File: src/design/nlp_pkg.sv
`timescale 1ns / 1ps
// ----------------------------------------------------------------------------
// nlp_pkg
// Shared types and constants of the next lexicographic permutation core.
// ----------------------------------------------------------------------------
package nlp_pkg;

  // Width of an element as it travels on the stream ports.
  localparam int VALUE_W = 16;

  // Operations that the controller asks of the datapath in one cycle.
  typedef enum logic [3:0] {
    OP_NONE     = 4'd0,
    OP_LOAD     = 4'd1,
    OP_PV_FIRST = 4'd2,
    OP_PV_LOAD  = 4'd3,
    OP_PV_CMP   = 4'd4,
    OP_SC_CMP   = 4'd5,
    OP_SW1      = 4'd6,
    OP_SW2      = 4'd7,
    OP_RV_A     = 4'd8,
    OP_RV_B     = 4'd9,
    OP_RV_C     = 4'd10,
    OP_RV_D     = 4'd11,
    OP_EM_INIT  = 4'd12,
    OP_EM_RD    = 4'd13,
    OP_EM_LD    = 4'd14
  } dp_op_t;

  typedef struct packed {
    dp_op_t op;
  } dp_cmd_t;

  typedef struct packed {
    logic short_seq;  // the buffer is empty, so a closing request leaves one element
    logic pv_lt;      // element just read is below the one after it
    logic sc_gt;      // element just read is above the pivot
    logic idx_zero;   // scan index has reached the head of the buffer
    logic lo_lt_hi;   // reversal pointers have not yet met
    logic em_last;    // emit pointer is on the final element
    logic slot_free;  // output register is empty or being taken
  } dp_stat_t;

endpackage

File: src/design/nlp_ram.sv
`timescale 1ns / 1ps
// ----------------------------------------------------------------------------
// nlp_ram
// Generic single write port, single read port RAM with registered read data.
// ----------------------------------------------------------------------------
module nlp_ram #(
  parameter int WIDTH = 16,
  parameter int DEPTH = 16,
  localparam int AW = (DEPTH > 1) ? $clog2(DEPTH) : 1
) (
  input  logic             clk,
  input  logic             we,
  input  logic [AW-1:0]    waddr,
  input  logic [WIDTH-1:0] wdata,
  input  logic [AW-1:0]    raddr,
  output logic [WIDTH-1:0] rdata
);

  logic [WIDTH-1:0] mem [DEPTH];

  always_ff @(posedge clk) begin
    if (we) begin
      mem[waddr] <= wdata;
    end
    rdata <= mem[raddr];
  end

endmodule

File: src/design/nlp_ctrl.sv
`timescale 1ns / 1ps
// ----------------------------------------------------------------------------
// nlp_ctrl
// Sequencer for load, pivot scan, successor scan, swap, reversal and emit.
// ----------------------------------------------------------------------------
module nlp_ctrl (
  input  logic             clk,
  input  logic             rst_n,
  input  logic             in_tvalid,
  input  logic             in_tlast,
  output logic             in_tready,
  input  nlp_pkg::dp_stat_t stat,
  output nlp_pkg::dp_cmd_t  cmd
);

  typedef enum logic [12:0] {
    S_LOAD     = 13'b0000000000001,
    S_PV_FIRST = 13'b0000000000010,
    S_PV_LOAD  = 13'b0000000000100,
    S_PV_CMP   = 13'b0000000001000,
    S_SC_CMP   = 13'b0000000010000,
    S_SW1      = 13'b0000000100000,
    S_SW2      = 13'b0000001000000,
    S_RV_A     = 13'b0000010000000,
    S_RV_B     = 13'b0000100000000,
    S_RV_C     = 13'b0001000000000,
    S_RV_D     = 13'b0010000000000,
    S_EM_RD    = 13'b0100000000000,
    S_EM_LD    = 13'b1000000000000
  } state_t;

  state_t state_r, state_nxt;

  assign in_tready = (state_r == S_LOAD);

  always_comb begin
    state_nxt = state_r;
    cmd.op    = nlp_pkg::OP_NONE;
    case (state_r)
      S_LOAD: begin
        if (in_tvalid) begin
          cmd.op = nlp_pkg::OP_LOAD;
          if (in_tlast) begin
            state_nxt = stat.short_seq ? S_EM_RD : S_PV_FIRST;
          end
        end
      end
      S_PV_FIRST: begin
        cmd.op    = nlp_pkg::OP_PV_FIRST;
        state_nxt = S_PV_LOAD;
      end
      S_PV_LOAD: begin
        cmd.op    = nlp_pkg::OP_PV_LOAD;
        state_nxt = S_PV_CMP;
      end
      S_PV_CMP: begin
        cmd.op = nlp_pkg::OP_PV_CMP;
        if (stat.pv_lt) begin
          state_nxt = S_SC_CMP;
        end else if (stat.idx_zero) begin
          state_nxt = S_RV_A;
        end
      end
      S_SC_CMP: begin
        cmd.op = nlp_pkg::OP_SC_CMP;
        if (stat.sc_gt) begin
          state_nxt = S_SW1;
        end
      end
      S_SW1: begin
        cmd.op    = nlp_pkg::OP_SW1;
        state_nxt = S_SW2;
      end
      S_SW2: begin
        cmd.op    = nlp_pkg::OP_SW2;
        state_nxt = S_RV_A;
      end
      S_RV_A: begin
        if (stat.lo_lt_hi) begin
          cmd.op    = nlp_pkg::OP_RV_A;
          state_nxt = S_RV_B;
        end else begin
          cmd.op    = nlp_pkg::OP_EM_INIT;
          state_nxt = S_EM_RD;
        end
      end
      S_RV_B: begin
        cmd.op    = nlp_pkg::OP_RV_B;
        state_nxt = S_RV_C;
      end
      S_RV_C: begin
        cmd.op    = nlp_pkg::OP_RV_C;
        state_nxt = S_RV_D;
      end
      S_RV_D: begin
        cmd.op    = nlp_pkg::OP_RV_D;
        state_nxt = S_RV_A;
      end
      S_EM_RD: begin
        if (stat.slot_free) begin
          cmd.op    = nlp_pkg::OP_EM_RD;
          state_nxt = S_EM_LD;
        end
      end
      S_EM_LD: begin
        cmd.op    = nlp_pkg::OP_EM_LD;
        state_nxt = stat.em_last ? S_LOAD : S_EM_RD;
      end
      default: begin
        state_nxt = S_LOAD;
      end
    endcase
  end

  always_ff @(posedge clk) begin
    if (!rst_n) begin
      state_r <= S_LOAD;
    end else begin
      state_r <= state_nxt;
    end
  end

endmodule

File: src/design/nlp_datapath.sv
`timescale 1ns / 1ps
// ----------------------------------------------------------------------------
// nlp_datapath
// Element buffer, scan pointers, compare logic and output register.
// ----------------------------------------------------------------------------
module nlp_datapath #(
  parameter int MAX_LEN    = 16,
  parameter int ELEM_WIDTH = 16
) (
  input  logic                         clk,
  input  logic                         rst_n,
  input  nlp_pkg::dp_cmd_t             cmd,
  output nlp_pkg::dp_stat_t            stat,
  input  logic [nlp_pkg::VALUE_W-1:0]  in_value,
  output logic                         out_valid,
  input  logic                         out_ready,
  output logic [nlp_pkg::VALUE_W-1:0]  out_value,
  output logic                         out_last,
  output logic                         out_found,
  output logic                         out_ovf
);

  localparam int AW    = $clog2(MAX_LEN);
  localparam int CW    = $clog2(MAX_LEN + 1);
  localparam int EXT_W = (ELEM_WIDTH > nlp_pkg::VALUE_W) ? ELEM_WIDTH : nlp_pkg::VALUE_W;
  localparam logic [CW-1:0] MAX_C = CW'(MAX_LEN);

  logic [CW-1:0]         count_r;
  logic                  ovf_r;
  logic                  out_valid_r;
  logic [AW-1:0]         idx_r, piv_idx_r, lo_r, hi_r;
  logic [ELEM_WIDTH-1:0] hold_r, piv_val_r;
  logic                  found_r;
  logic [nlp_pkg::VALUE_W-1:0] out_value_r;
  logic                  out_last_r, out_found_r, out_ovf_r;

  logic                  we;
  logic [AW-1:0]         waddr, raddr;
  logic [ELEM_WIDTH-1:0] wdata, rd_data, in_elem;
  logic [EXT_W-1:0]      in_ext, rd_ext;
  logic [CW-1:0]         count_dec;
  logic [AW-1:0]         nm1, idx_dec;
  logic                  has_room;

  nlp_ram #(
    .WIDTH (ELEM_WIDTH),
    .DEPTH (MAX_LEN)
  ) u_buf (
    .clk   (clk),
    .we    (we),
    .waddr (waddr),
    .wdata (wdata),
    .raddr (raddr),
    .rdata (rd_data)
  );

  // Stored values keep ELEM_WIDTH bits; the ports carry VALUE_W bits.
  assign in_ext    = EXT_W'(in_value);
  assign in_elem   = in_ext[ELEM_WIDTH-1:0];
  assign rd_ext    = EXT_W'(rd_data);
  assign count_dec = count_r - CW'(1);
  assign nm1       = count_dec[AW-1:0];
  assign idx_dec   = idx_r - AW'(1);
  assign has_room  = (count_r < MAX_C);

  assign stat.short_seq = (count_r == '0);
  assign stat.pv_lt     = (rd_data < hold_r);
  assign stat.sc_gt     = (piv_val_r < rd_data);
  assign stat.idx_zero  = (idx_r == '0);
  assign stat.lo_lt_hi  = (lo_r < hi_r);
  assign stat.em_last   = (lo_r == nm1);
  assign stat.slot_free = !out_valid_r || out_ready;

  always_comb begin
    we    = 1'b0;
    waddr = idx_r;
    wdata = hold_r;
    raddr = idx_r;
    case (cmd.op)
      nlp_pkg::OP_LOAD: begin
        we    = has_room;
        waddr = count_r[AW-1:0];
        wdata = in_elem;
      end
      nlp_pkg::OP_PV_FIRST: raddr = nm1;
      nlp_pkg::OP_PV_LOAD:  raddr = idx_dec;
      nlp_pkg::OP_PV_CMP:   raddr = stat.pv_lt ? nm1 : idx_dec;
      nlp_pkg::OP_SC_CMP:   raddr = idx_dec;
      nlp_pkg::OP_SW1: begin
        we    = 1'b1;
        waddr = piv_idx_r;
        wdata = hold_r;
      end
      nlp_pkg::OP_SW2: begin
        we    = 1'b1;
        waddr = idx_r;
        wdata = piv_val_r;
      end
      nlp_pkg::OP_RV_A: raddr = lo_r;
      nlp_pkg::OP_RV_B: raddr = hi_r;
      nlp_pkg::OP_RV_C: begin
        we    = 1'b1;
        waddr = lo_r;
        wdata = rd_data;
      end
      nlp_pkg::OP_RV_D: begin
        we    = 1'b1;
        waddr = hi_r;
        wdata = hold_r;
      end
      nlp_pkg::OP_EM_RD: raddr = lo_r;
      default: begin
      end
    endcase
  end

  // Control state: element count, overflow mark and output valid.
  always_ff @(posedge clk) begin
    if (!rst_n) begin
      count_r     <= '0;
      ovf_r       <= 1'b0;
      out_valid_r <= 1'b0;
    end else begin
      if (out_valid_r && out_ready) begin
        out_valid_r <= 1'b0;
      end
      case (cmd.op)
        nlp_pkg::OP_LOAD: begin
          if (has_room) begin
            count_r <= count_r + CW'(1);
          end else begin
            ovf_r <= 1'b1;
          end
        end
        nlp_pkg::OP_EM_LD: begin
          out_valid_r <= 1'b1;
          if (stat.em_last) begin
            count_r <= '0;
            ovf_r   <= 1'b0;
          end
        end
        default: begin
        end
      endcase
    end
  end

  // Pointers, held values and output payload.
  always_ff @(posedge clk) begin
    case (cmd.op)
      nlp_pkg::OP_LOAD: begin
        lo_r    <= '0;
        found_r <= 1'b0;
      end
      nlp_pkg::OP_PV_FIRST: idx_r <= nm1;
      nlp_pkg::OP_PV_LOAD: begin
        hold_r <= rd_data;
        idx_r  <= idx_dec;
      end
      nlp_pkg::OP_PV_CMP: begin
        if (stat.pv_lt) begin
          piv_idx_r <= idx_r;
          piv_val_r <= rd_data;
          found_r   <= 1'b1;
          idx_r     <= nm1;
        end else begin
          hold_r <= rd_data;
          if (stat.idx_zero) begin
            // Sequence never rises anywhere: reverse all of it.
            lo_r <= '0;
            hi_r <= nm1;
          end else begin
            idx_r <= idx_dec;
          end
        end
      end
      nlp_pkg::OP_SC_CMP: begin
        if (stat.sc_gt) begin
          hold_r <= rd_data;
        end else begin
          idx_r <= idx_dec;
        end
      end
      nlp_pkg::OP_SW2: begin
        lo_r <= piv_idx_r + AW'(1);
        hi_r <= nm1;
      end
      nlp_pkg::OP_RV_B: hold_r <= rd_data;
      nlp_pkg::OP_RV_D: begin
        lo_r <= lo_r + AW'(1);
        hi_r <= hi_r - AW'(1);
      end
      nlp_pkg::OP_EM_INIT: lo_r <= '0;
      nlp_pkg::OP_EM_LD: begin
        out_value_r <= rd_ext[nlp_pkg::VALUE_W-1:0];
        out_last_r  <= stat.em_last;
        out_found_r <= found_r;
        out_ovf_r   <= ovf_r;
        lo_r        <= lo_r + AW'(1);
      end
      default: begin
      end
    endcase
  end

  assign out_valid = out_valid_r;
  assign out_value = out_value_r;
  assign out_last  = out_last_r;
  assign out_found = out_found_r;
  assign out_ovf   = out_ovf_r;

endmodule

File: src/design/next_lexicographic_permutation_core.sv
`timescale 1ns / 1ps
// Operation: each element request is loaded as it is taken. After a closing request that
//   ends a sequence of two or more, the core scans for the pivot and, if one is found, for
//   the successor and swaps them, then reverses the suffix pair by pair, all on the buffer RAM.
// Emit: each result takes a registered RAM read, then a load into the output register.
// Reset: synchronous, active low; clears the sequencer, count, overflow mark and output valid.
//   The element buffer is not cleared, as an entry is only read once it has been written.
// ----------------------------------------------------------------------------
// next_lexicographic_permutation_core
// Buffers a streamed sequence and returns its next lexicographic permutation.
// ----------------------------------------------------------------------------
module next_lexicographic_permutation_core #(
  parameter int MAX_LEN    = 16,
  parameter int ELEM_WIDTH = 16
) (
  input  logic        clk,
  input  logic        rst_n,
  // Input stream: one element per request, tlast closes the sequence.
  input  logic        in_tvalid,
  output logic        in_tready,
  input  logic [15:0] in_tdata,   // [15:0] element_value
  input  logic        in_tlast,   // is_last
  // Result stream: one element of the permutation per request.
  output logic        out_tvalid,
  input  logic        out_tready,
  output logic [15:0] out_tdata,  // [15:0] out_value
  output logic        out_tlast,  // out_last
  output logic [1:0]  out_tuser   // [0] found_next, [1] overflow
);

  nlp_pkg::dp_cmd_t  cmd;
  nlp_pkg::dp_stat_t stat;
  logic              found, ovf;

  // The sequencer walks the buffer one step a cycle, but emit waits for a free
  // output register; it takes new requests only while loading, and the output
  // register lets the final result wait while the next sequence starts to load.
  nlp_ctrl u_ctrl (
    .clk       (clk),
    .rst_n     (rst_n),
    .in_tvalid (in_tvalid),
    .in_tlast  (in_tlast),
    .in_tready (in_tready),
    .stat      (stat),
    .cmd       (cmd)
  );

  // The datapath owns the element buffer, all pointers and the output register.
  nlp_datapath #(
    .MAX_LEN    (MAX_LEN),
    .ELEM_WIDTH (ELEM_WIDTH)
  ) u_dp (
    .clk       (clk),
    .rst_n     (rst_n),
    .cmd       (cmd),
    .stat      (stat),
    .in_value  (in_tdata),
    .out_valid (out_tvalid),
    .out_ready (out_tready),
    .out_value (out_tdata),
    .out_last  (out_tlast),
    .out_found (found),
    .out_ovf   (ovf)
  );

  assign out_tuser = {ovf, found};

endmodule

File: config.mk
export PLATFORM = sky130hd
export DESIGN_NAME = next_lexicographic_permutation_core
export DESIGN_NICKNAME = d
export VERILOG_FILES = /design/src/design/nlp_pkg.sv /design/src/design/nlp_ram.sv /design/src/design/nlp_ctrl.sv /design/src/design/nlp_datapath.sv /design/src/design/next_lexicographic_permutation_core.sv
export SDC_FILE = /design/constraint.sdc
export NUM_CORES = 1
export LEC_CHECK = 0
export ABC_CLOCK_PERIOD_IN_PS = 12900
export BUFFER_PORTS_ARGS = -buffer_cell sky130_fd_sc_hd__buf_2
export CAP_MARGIN = 25
export CORE_MARGIN = 4
export CORE_UTILIZATION = 45
export CTS_BUF_LIST = sky130_fd_sc_hd__clkbuf_4 sky130_fd_sc_hd__clkbuf_8 sky130_fd_sc_hd__clkbuf_16
export DETAILED_ROUTE_END_ITERATION = 6
export HOLD_SLACK_MARGIN = 0.02
export PLACE_DENSITY_LB_ADDON = 0.2
export SETUP_SLACK_MARGIN = 0.15
export SYNTH_ARGS = -nofsm -noshare
export SYNTH_HDL_FRONTEND = slang
export SYNTH_SLANG_ARGS = --single-unit
File: constraint.sdc
create_clock -name clk -period 12.9 [get_ports clk]
set_input_delay 2.58 -clock clk [delete_from_list [all_inputs] [get_ports clk]]
set_output_delay 2.58 -clock clk [all_outputs]
set_load 0.02 [all_outputs]
=== Word-level counts from Yosys, hierarchy flattened ===
Memory sizes are Yosys's and may differ from the RTL's. A register that Yosys moved wholly into a read port is not among the register bits.
Cells that the tools add are included.

* Add/sub/neg operators: 6
* Order comparisons: 4
* Equal/unequal tests: 42
* Mux-type cells: 44
* Reductions and logical operators: 28

{| class="wikitable"
|+ Operator list
! kind !! count
|-
| one-hot mux 13 bit (12 select lines) || 1
|-
| one-hot mux 16 bit (3 select lines) || 2
|-
| two-way mux 13 bit || 6
|-
| one-hot mux 4 bit (13 select lines) || 1
|-
| one-hot mux 4 bit (4 select lines) || 3
|-
| two-way mux 12 bit || 3
|-
| two-way mux 4 bit || 9
|-
| less-than comparator 16 bit || 2
|-
| two-way mux 16 bit || 2
|-
| == test 4 bit, second input constant || 7
|-
| one-hot mux 4 bit (5 select lines) || 1
|-
| != test 2 bit, second input constant || 9
|-
| AND reduction 3 bit || 6
|-
| == test 4 x 3 -> 1 bit, second input constant || 4
|-
| == test 13 x 1 -> 1 bit, second input constant || 1
|-
| == test 13 x 10 -> 1 bit, second input constant || 1
|-
| == test 13 x 11 -> 1 bit, second input constant || 1
|-
| == test 13 x 12 -> 1 bit, second input constant || 1
|-
| == test 13 bit, second input constant || 1
|-
| == test 13 x 2 -> 1 bit, second input constant || 1
|-
| == test 13 x 3 -> 1 bit, second input constant || 1
|-
| == test 13 x 4 -> 1 bit, second input constant || 1
|-
| == test 13 x 5 -> 1 bit, second input constant || 1
|-
| == test 13 x 6 -> 1 bit, second input constant || 1
|-
| other kinds (31) || 58
|}

* Flip-flop bits (word level): 88
* Bits in writable memories: 256
* Word-level logic and storage cells: 140
* Memories: 1

{| class="wikitable"
|+ Memories
! name !! depth !! bits a word !! rd ports !! clocked after memory_dff !! wr ports !! RTL line !! source
|-
| u_dp.u_buf.mem || 16 || 16 || 1 || 1 || 1 || nlp_ram.sv:19 || <nowiki>logic [WIDTH-1:0] mem [DEPTH];</nowiki>
|}

=== Logic depth before layout (Yosys ltp) ===
Gate-level depths: netlist (run 1).

* Depth in word-level cells: 9
* Mapped depth: 14
* Mapped depth without buffers: 11

=== By module ===
From an unflattened synthesis (run 1), not the netlist that was laid out.

* Cells, all modules: 1003
* Area, all modules: 15753.9 um2

{| class="wikitable"
|+ By module, submodules not included
! module !! instances !! cells an instance !! area an instance (um2) !! sequential area each (um2)
|-
| nlp_ram || 1 || 432 || 10042.1 || 8007.7
|-
| nlp_datapath || 1 || 441 || 4688.2 || 2182.1
|-
| nlp_ctrl || 1 || 128 || 1008.5 || 260.2
|-
| next_lexicographic_permutation_core || 1 || 2 || 15.0 || 0.0
|}

=== Least setup slack after synthesis (run 1) ===
OpenSTA, ideal clock, no wires.

* Path type: input to register
* From: input in_tvalid
* To: memory u_dp.u_buf.mem[12][0] (enable)
* Library setup time: 388 ps
* Data arrival time: 4701 ps
* Required time: 12512 ps
* Setup slack: 7810 ps
* Stages on the path: 7
* Path through: and2_1 > or4_1 > clkbuf_1 > nand3_1 > o21ai_0 > or3_1 > nor2_1

* Word-level cells in the longest chain between the ends: 7
* Elaborated cells on any way between the ends: 12
* Classes of those cells: 5 x eq/ne; 6 x mux; 1 x reduce/logical

{| class="wikitable"
|+ RTL lines
! item !! RTL line !! source
|-
| start: declaration || next_lexicographic_permutation_core.sv:19 || <nowiki>input logic in_tvalid,</nowiki>
|-
| two-way mux 1 bit * || nlp_ctrl.sv:41 || <nowiki>if (in_tvalid) begin</nowiki>
|-
| one-hot mux 4 bit (13 select lines) * || nlp_ctrl.sv:39 || <nowiki>case (state_r)</nowiki>
|-
| == test 4 x 3 -> 1 bit / == test 4 bit (equally long branches) || nlp_datapath.sv:79 || <nowiki>case (cmd.op)</nowiki>
|-
| OR reduction 4 bit (no source line) || n/a ||
|-
| one-hot mux 1 bit (2 select lines) || nlp_datapath.sv:79 ||
|-
| two-way mux 1 bit || nlp_ram.sv:22 || <nowiki>if (we) begin</nowiki>
|-
| two-way mux 1 bit (implied by the code) || nlp_ram.sv:23 || <nowiki>mem[waddr] <= wdata;</nowiki>
|-
| end: declaration || nlp_ram.sv:19 ||
|}

Every way passes the cells marked *; elsewhere a longest branch is shown, timed or not.

=== Final worst setup path (run 1) ===
* From: input out_tready
* To: register u_dp.u_buf.rdata[14] (read register of u_dp.u_buf.mem)

* Word-level cells in the longest chain between the ends: 6
* Elaborated cells on any way between the ends: 13
* Classes of those cells: 7 x eq/ne; 3 x mux; 3 x reduce/logical

{| class="wikitable"
|+ RTL lines
! item !! RTL line !! source
|-
| start: declaration || next_lexicographic_permutation_core.sv:25 || <nowiki>input logic out_tready,</nowiki>
|-
| logical OR 1 bit * || nlp_datapath.sv:72 || <nowiki>assign stat.slot_free = !out_valid_r || out_ready;</nowiki>
|-
| two-way mux 4 bit * || nlp_ctrl.sv:100 || <nowiki>if (stat.slot_free) begin</nowiki>
|-
| one-hot mux 4 bit (13 select lines) * || nlp_ctrl.sv:39 ||
|-
| == test 4 bit, or another cell as far along || nlp_datapath.sv:79 ||
|-
| OR reduction 2 bit (no source line) || n/a ||
|-
| one-hot mux 4 bit (5 select lines) * || nlp_datapath.sv:79 ||
|-
| end: declaration || nlp_ram.sv:16 || <nowiki>output logic [WIDTH-1:0] rdata</nowiki>
|}

Marked as above.
A chain may end at the register's enable or synchronous reset.

==> results of run 1 <==
power by group through the flow:
stage                     Clock [mW]  Sequential, mW  Combinational [mW]
after floorplan                    0            1.59               0.487
after CTS                       1.12            1.60               0.763
after global routing            1.17            1.61               0.846
final                           1.10            1.60               0.778
after global placement             0            1.62               0.740
after detailed placement           0            1.62               0.759
Yosys cell counts, types with 8 or more instances:
cell,instances
buf_2,13
or4_1,22
edfxtp_1,324
nor4_1,10
o22ai_1,67
mux2i_1,132
inv_1,48
ha_1,39
or3_1,14
a21oi_1,37
nand3_1,21
buf_4,13
nand2_1,42
dfxtp_1,36
a21o_1,12
o21ai_0,34
xnor2_1,11
xor2_1,9
nor3_1,17
nor2_1,59
a222oi_1,8
nand2b_1,10
clkbuf_1,16
final cells by class:
| type | instances | area (um2) | share of cell area (%) |
|---|---|---|---|
| Inverter | 48 | 180 | 1.02 |
| Clock inverter | 25 | 289 | 1.64 |
| Sequential cell | 360 | 10500 | 59.3 |
| Clock buffer | 42 | 970 | 5.50 |
| Timing Repair Buffer | 80 | 515 | 2.93 |
| Tap cell | 448 | 561 | 3.18 |
| Multi-Input combinational cell | 633 | 4660 | 26.4 |
cells by family (layout without fill, tap and decap cells):
logic type / after synthesis / in the layout
adders and majority gates: 39 / 39
and+or+nand+nor: 237 / 237
DFF: 360 / 360
AOI/OAI and AO/OA: 205 / 205
muxes: 132 / 132
buffers and inverters: 97 / 195
xor gates and xnor gates: 20 / 20
worst paths after layout:
check / startpoint / end / slack [ns]
setup reg to reg: u_ctrl.state_r[0] / u_dp.u_buf.rdata[14] / 8.03
hold / removal: u_dp.found_r / u_dp.out_found / 0.45
setup / recovery: out_tready / u_dp.u_buf.rdata[14] / 7.57
hold reg to reg: u_dp.found_r / u_dp.out_found / 0.45
worst max-delay path, stage by stage:
cell      delay (ns)
buf_2           0.07
nand2b_1        0.16
nand2b_1        0.11
or2_2           0.34
nand2_1         0.17
nor3_1          0.10
nor3_2          0.28
buf_12          0.48
mux2i_1         0.30
o22ai_1         0.13
or4_1           0.57
layer usage:
layer  share of wire, %  global-route usage [%]  vias to the layer above
li1                   -                       -                     4398
met1                 45                    27.8                     4813
met2                 47                    31.4                      330
met3                6.5                    3.39                       45
met4                1.7                    4.27                        0
met5                  0                       0                        -
state kept, by name (all words and copies together), names as in the netlist:
register	flops
u_ctrl.state_r	13
u_dp.found_r	1
u_dp.out_value	16
u_dp.count_r	5
u_dp.u_buf.mem	256
u_dp.u_buf.rdata	16
u_dp.out_ovf	1
u_dp.out_found	1
u_dp.hold_r	16
u_dp.out_last	1
u_dp.piv_val_r	16
u_dp.idx_r	4
u_dp.lo_r	4
u_dp.piv_idx_r	4
u_dp.hi_r	4
u_dp.out_valid	1
u_dp.ovf_r	1
stage by stage:
| step | cell area, um2 | total power [mW] |
|---|---|---|
| CTS | 17600 | 3.48 |
| global route | 17600 | 3.62 |
| detailed placement | 16300 | 2.38 |
| global placement | 16300 | 2.36 |
| finish | 17600 | 3.47 |
| floorplan | 15500 | 2.07 |
==> summary.txt, run 1 <==
Min path
  – Hold Path Class: flop to flop
  – Worst hold path depth: 0

Floorplan
  – Core ar.: 33,800 um2
  – Initial core utilization: 46.0%
  – Die height: about 190 um
  – Row cnt: 67
  – Chip Width: 194 um
  – IO Pins: 42
  – Die area: 37,600 um2

Logic synthesis
  – Post-synth EDFFs: ~320
  – Unique masters post-synth: 71
  – Largest family of logic cells by synthesized area: compound AO/OA/AOI/OAI gates
  – Largest area contributor in the netlist: edfxtp_1
  – Mapped Area: between 15,000 and 20,000 um2
  – Synth warn: 0
  – Mux contribution to synthesized area: 8.51%
  – Post-synthesis sequential area ratio: roughly 67%
  – Synth top area cells: edfxtp_1 63%, mux2i_1 8.5%, dfxtp_1 4.6%
  – FFs w/ async S/R, synth: 0%
  – Synthesis-stage register bit count: 360
  – Post-synth top flop: edfxtp_1
  – Post-synth top area share: 62.6%
  – Xor/xnor share of the synthesized area: approximately 1.1%
  – Simple-gate share of the synthesized area: 8.23%
  – Mapped Cells: 1,090
  – Avg Inst Size Synth: 14.3 um2
  – Synth Area in Compound Gates: slightly below 9%
  – Syn_nets: 1,150
  – Adder-cell share of the synthesized area: 3.14%

Pwr
  – Worst vdd ir: between 0.00009 and 0.0001 V
  – Flop pwr share: 46.1%
  – Clock share of power: 31.5%
  – Leakage: roughly 6.5 nW
  – PD cells: 197 nW/um2
  – Switch Pwr: 1.05 mW
  – Combinational power share: 22.4%
  – Switching share of total power: 30.3%
  – P_int: roughly 2.4 mW

STA
  – Worst hold margin: 0.453 ns
  – Max Freq: 188 MHz
  – Worst Slack Setup Final: 7.57 ns
  – TNS Setup: 0 ns
  – Max-slew violations: 0
  – Fin crit period: 5.33 ns
  – Setup violators final: 0
  – RSZ-0062 raised after global routing: no
  – Actual slew at the worst max-slew pin: approximately 1.3 ns
  – Worst Clk Skew: around 0.027 ns
  – Slew headroom: 15.7%
  – Final worst-path cycle share: between 40% and 50%
  – Final hold violation count: 0

Route
  – DRC violations left: 0
  – Routed WL: roughly 38 mm
  – Initial DRC Count: around 960
  – Initial DRT Pass Iterations: 5
  – Routed len/inst: ~23 um
  – Via count: 9,586
  – Vias/cell: around 5.9
  – DRT antenna net count: 0

Final layout
  – # diodes: 0
  – Final Util: 52.2%
  – Proportion of layout cells with a drive suffix above 1: between 10 and 15%
  – Post-layout nets: 1,220
  – Area grow syn2layout: 13.5%
  – Commonest non-fill, non-tap cell in the layout: edfxtp_1
  – Number of fill cells: 2,796
  – Most frequent cells in the layout: 324 x edfxtp_1, 132 x mux2i_1, 67 x o22ai_1
  – Layout Cells excl Fill: 1,636

Critical path
  – Setup crit end kind: flop
  – Crit Path Class: input pin to flop
  – CP required: 13.31 ns
  – Critical path fanouts, max: 128
  – R2R depth: 10
  – CP arrival: between 5 and 6 ns
  – Startpoint Class: input pin

Placement
  – PortBufs: between 40 and 50
  – Worst slack at placement: 7.20 ns
  – Routability cong.: 0.891
  – Placed Cells incl. Taps: 1,565
  – DP HPWL: 23.4 mm

Global routing
  – First-pass GRT wire length: 56.4 mm
  – Initial antenna violation count: 0
  – Largest net degree at the start of global routing: 129
  – Vias in the first global route: between 9,000 and 10,000
  – Total Routing Usage GR: 19.4%
  – Gr ovfl total: 0

CTS
  – Root buf cell: clkbuf_16
  – Max Buffers Root-to-Sink: 3
  – Hold_buf cts: 0
  – Clock slew at reported path FFs: approximately 0.060 ns
  – CTS tree: built
  – H-Tree Depth: 2
  – Post_cts resized: 0
  – CTS Buf Count: 37
  – # Post-CTS Setup Buffers: 0
  – Num Clock Sinks: 360
  – Latest clock arrival within the worst-skew pair: 0.55 ns

Flow run
  – Max-cap violations: 0

Outcome
  – Outcome: finished clean
No activity file was read; power rests on OpenSTA's default activity.
==> run 2, diff against run 1 <==
--- a/config.mk
+++ b/config.mk
@@ -5,7 +5,8 @@
 export SDC_FILE = /design/constraint.sdc
 export NUM_CORES = 1
 export LEC_CHECK = 0
-export ABC_CLOCK_PERIOD_IN_PS = 12900
+export ABC_AREA = 1
+export ABC_CLOCK_PERIOD_IN_PS = 5210
 export BUFFER_PORTS_ARGS = -buffer_cell sky130_fd_sc_hd__buf_2
 export CAP_MARGIN = 25
 export CORE_MARGIN = 4
==> constraint.sdc (replaced) <==
create_clock -name clk -period 5.21 [get_ports clk]
set_input_delay 1.042 -clock clk [delete_from_list [all_inputs] [get_ports clk]]
set_output_delay 1.042 -clock clk [all_outputs]
set_load 0.02 [all_outputs]
==> run 2 against run 1 <==
Sequential share of layout area is 4.0 points lower. Combinational power grew to 4.0 times the previous value. Hold slack worse by 0.026 ns. Clock skew shrank 0.010 ns. Global-route usage rose by 1.3 points. Power grew to 2.9 times the previous value. Sequential power rose to 2.5 times the previous value.
==> summary.txt, run 2 <==
Pwr
  – Flop pwr share: 40.4% (-5.7 points)
  – Leakage: 8.28 nW (+28%)
  – P_int: 6.31 mW (+160%)
  – Worst vdd ir: 0.000275 V (+170%)
  – Switching share of total power: 36.5% (+6.1 points)
  – Clock share of power: 27.9% (-3.6 points)
  – Combinational power share: 31.7% (+9.3 points)
  – Switch Pwr: 3.62 mW (+240%)
  – PD cells: 525 nW/um2 (+170%)

STA
  – RSZ-0062 raised after global routing: no
  – Worst hold margin: 0.427 ns (-0.0264 ns)
  – TNS Setup: 0 ns (unchanged)
  – Worst Slack Setup Final: 1.30 ns (-6.27 ns)
  – Fin crit period: 3.91 ns
  – Slew headroom: 28.4% (+13 points)
  – Actual slew at the worst max-slew pin: 1.07 ns (-0.190 ns)
  – Worst Clk Skew: 0.0165 ns (-0.0101 ns)
  – Final hold violation count: 0 (unchanged)
  – Setup violators final: 0 (unchanged)
  – Max Freq: 256 MHz
  – Max-slew violations: 0 (unchanged)
  – Final worst-path cycle share: between 70 and 80%

Placement
  – Placed cell area: 17,500 um2 (+7.1%)
  – Worst slack at placement: 1.28 ns (-5.92 ns)
  – Routability cong.: 0.904 (+1.5%)
  – PortBufs: 41 (unchanged)
  – DP HPWL: 27.4 mm (+17%)

Critical path
  – R2R depth: 11 (+1)
  – Buffer and inverter count on the worst path: 1 (-1)
  – Critical path, cell by cell: nor2_2 > nand2_2 > nor2_4 > nand3_1 > inv_1 > nor2_1 > nand4_1 > nand4_1 > nand4_1 > nand3_1 > nor2_2
  – Slowest cell on the critical path: nor2_2
  – Worst path max stage delay: 0.80 ns (+0.23 ns)
  – Most frequent CP cell: nand4_1
  – Startpoint Class: flop
  – CP required: 5.39 ns (-7.92 ns)
  – FF-to-FF setup slack: 1.30 ns (-6.73 ns)
  – Crit Path Class: flop to flop
  – Setup crit end kind: flop
  – CP top delay family: simple AND/OR/NAND/NOR gates
  – CP arrival: 4.09 ns (-1.65 ns)
  – Critical path fanouts, max: 22 (-83%)
  – Instance count on the critical path: 11 (unchanged)

CTS
  – H-Tree Depth: 2 (unchanged)
  – # Post-CTS Setup Buffers: 0 (unchanged)
  – Latest clock arrival within the worst-skew pair: 0.56 ns (about the same)
  – Max Buffers Root-to-Sink: 3 (unchanged)
  – Num Clock Sinks: 360 (unchanged)
  – Root buf cell: clkbuf_16
  – Hold_buf cts: 0 (unchanged)
  – CTS Buf Count: 40 (+8.1%)
  – CTS tree: built
  – Clock slew at reported path FFs: 0.06 ns (about the same)
  – Post_cts resized: 0 (unchanged)

Route
  – Via count: 11,800 (+24%)
  – Routed WL: 42.0 mm (+11%)
  – Initial DRC Count: 948 (-0.94%)
  – DRC violations left: 0 (unchanged)
  – DRT antenna net count: 0 (unchanged)
  – Vias/cell: 5.26 (-10%)
  – Routed len/inst: 18.7 um (-19%)
  – Initial DRT Pass Iterations: 6 (+1)

Global routing
  – Gr ovfl total: 0 (unchanged)
  – Initial antenna violation count: 0 (unchanged)
  – First-pass GRT wire length: 65.8 mm (+17%)
  – Total Routing Usage GR: 20.7% (+1.3 points)
  – Vias in the first global route: 11,600 (+26%)
  – Largest net degree at the start of global routing: 129 (unchanged)

Floorplan
  – IO Pins: 42 (unchanged)
  – Die area: 40,300 um2 (+7.3%)
  – Row cnt: 70 (+4.5%)
  – Chip Width: 201 um (+3.6%)
  – Core ar.: 36,600 um2 (+8.4%)
  – Die height: 201 um (+3.6%)
  – Initial core utilization: 45.6% (-0.33 points)

Logic synthesis
  – Synthesis-stage register bit count: 360 (unchanged)
  – Synth top area cells: edfxtp_1 58%, nand2_1 8.8%, inv_1 7.8%
  – Post-synth EDFFs: 324 (unchanged)
  – Unique masters post-synth: 46 (-35%)
  – Post-synth top area share: 58.2% (-4.4 points)
  – Largest area contributor in the netlist: edfxtp_1
  – Mapped Cells: 1,695 (+56%)
  – Synth warn: 0 (unchanged)
  – Post-synth top flop: edfxtp_1
  – FFs w/ async S/R, synth: 0% (unchanged)
  – Post-synthesis sequential area ratio: 62.5% (-4.7 points)
  – Avg Inst Size Synth: 9.86 um2 (-31%)
  – Count leader, synth: nand2_1
  – Syn_nets: 1,755 (+53%)
  – Mapped Area: 16,700 um2 (+7.6%)
  – Commonest cells in the synthesized netlist: 393 x nand2_1, 346 x inv_1, 324 x edfxtp_1

Final layout
  – Area grow syn2layout: 13.1%
  – Commonest non-fill, non-tap cell in the layout: nand2_1
  – # diodes: 0 (unchanged)
  – Final Util: 51.6% (-0.52 points)
  – Most frequent cells in the layout: 393 x nand2_1, 346 x inv_1, 324 x edfxtp_1
  – Design area: 18,900 um2 (+7.3%)
  – Top reg by flops: u_dp.u_buf.mem
  – Post-layout nets: 1,815 (+49%)
  – Proportion of layout cells with a drive suffix above 1: 10.9% (-3.7 points)
  – Max reg flops: 256 (unchanged)

Flow run
  – Max-cap violations: 0 (unchanged)

Min path
  – Worst hold path depth: 0 (unchanged)
  – Hold Path Class: flop to flop

Outcome
  – Outcome: finished clean
-- run 2: cell types whose count changed after synthesis, moves of 9 or more --
cell,before,now
buf_2,13,43
a21o_1,12,0
or4_1,22,0
o22ai_1,67,10
mux2i_1,132,0
nand2_1,42,393
buf_4,13,2
or3_1,14,0
inv_1,48,346
clkbuf_1,16,7
nand3_1,21,250
nand2b_1,10,0
-- run 2: kinds of logic (layout without fill, tap and decap cells) --
logic type	count (synthesis)	count (layout)	synth area share, %
AND/OR/NAND/NOR	759	759	19.8
buffers and inverters	411	499	9.88
flip-flops	360	360	62.5
AO/OA/AOI/OAI	118	118	4.45
adder cells (fa/ha/maj)	39	39	2.92
XOR/XNOR	8	8	0.419
-- run 2: area by class of cell --
| type | count | area [um2] |
|---|---|---|
| well taps | 468 | 586 |
| multi-input cells | 924 | 4700 |
| clock inverters | 12 | 93.8 |
| fillers | 3285 | 17700 |
| inverters | 353 | 1330 |
| clock buffers | 58 | 1200 |
| flip-flops and latches | 360 | 10500 |
| repair buffers | 76 | 554 |
-- run 2: path summary, 6_finish.rpt --
check,end,from
min,u_dp.out_found,u_dp.found_r
max reg2reg,u_dp.u_buf.mem[5][10],u_ctrl.state_r[2]
min reg2reg,u_dp.out_found,u_dp.found_r
max,u_dp.u_buf.mem[5][10],u_ctrl.state_r[2]
-- run 2: metrics by stage --
stage / total power [mW] / cells
CTS: 9.92 / 2243
detailed placement: 7.15 / 2173
global placement: 7.11 / 2173
floorplan: 5.97 / 1695
finish: 9.93 / 2251
global route: 10.5 / 2251
-- run 2: per-layer routing --
metal	global-route usage [%]	up-vias	routed length, um
li1	-	5685	-
met1	29.1	5733	19200
met2	33.4	357	19500
met3	3.75	72	2360
met4	5.60	0	984
met5	0	-	0
-- run 2: power by group through the flow --
stage | logic [mW] | registers, mW | clock network [mW]
2_1_floorplan | 2.01 | 3.97 | 0
3_3_place_gp | 3.05 | 4.06 | 0
4_1_cts | 3.10 | 4.01 | 2.81
5_1_grt | 3.49 | 4.03 | 2.94
3_5_place_dp | 3.09 | 4.07 | 0
6_report | 3.15 | 4.01 | 2.77
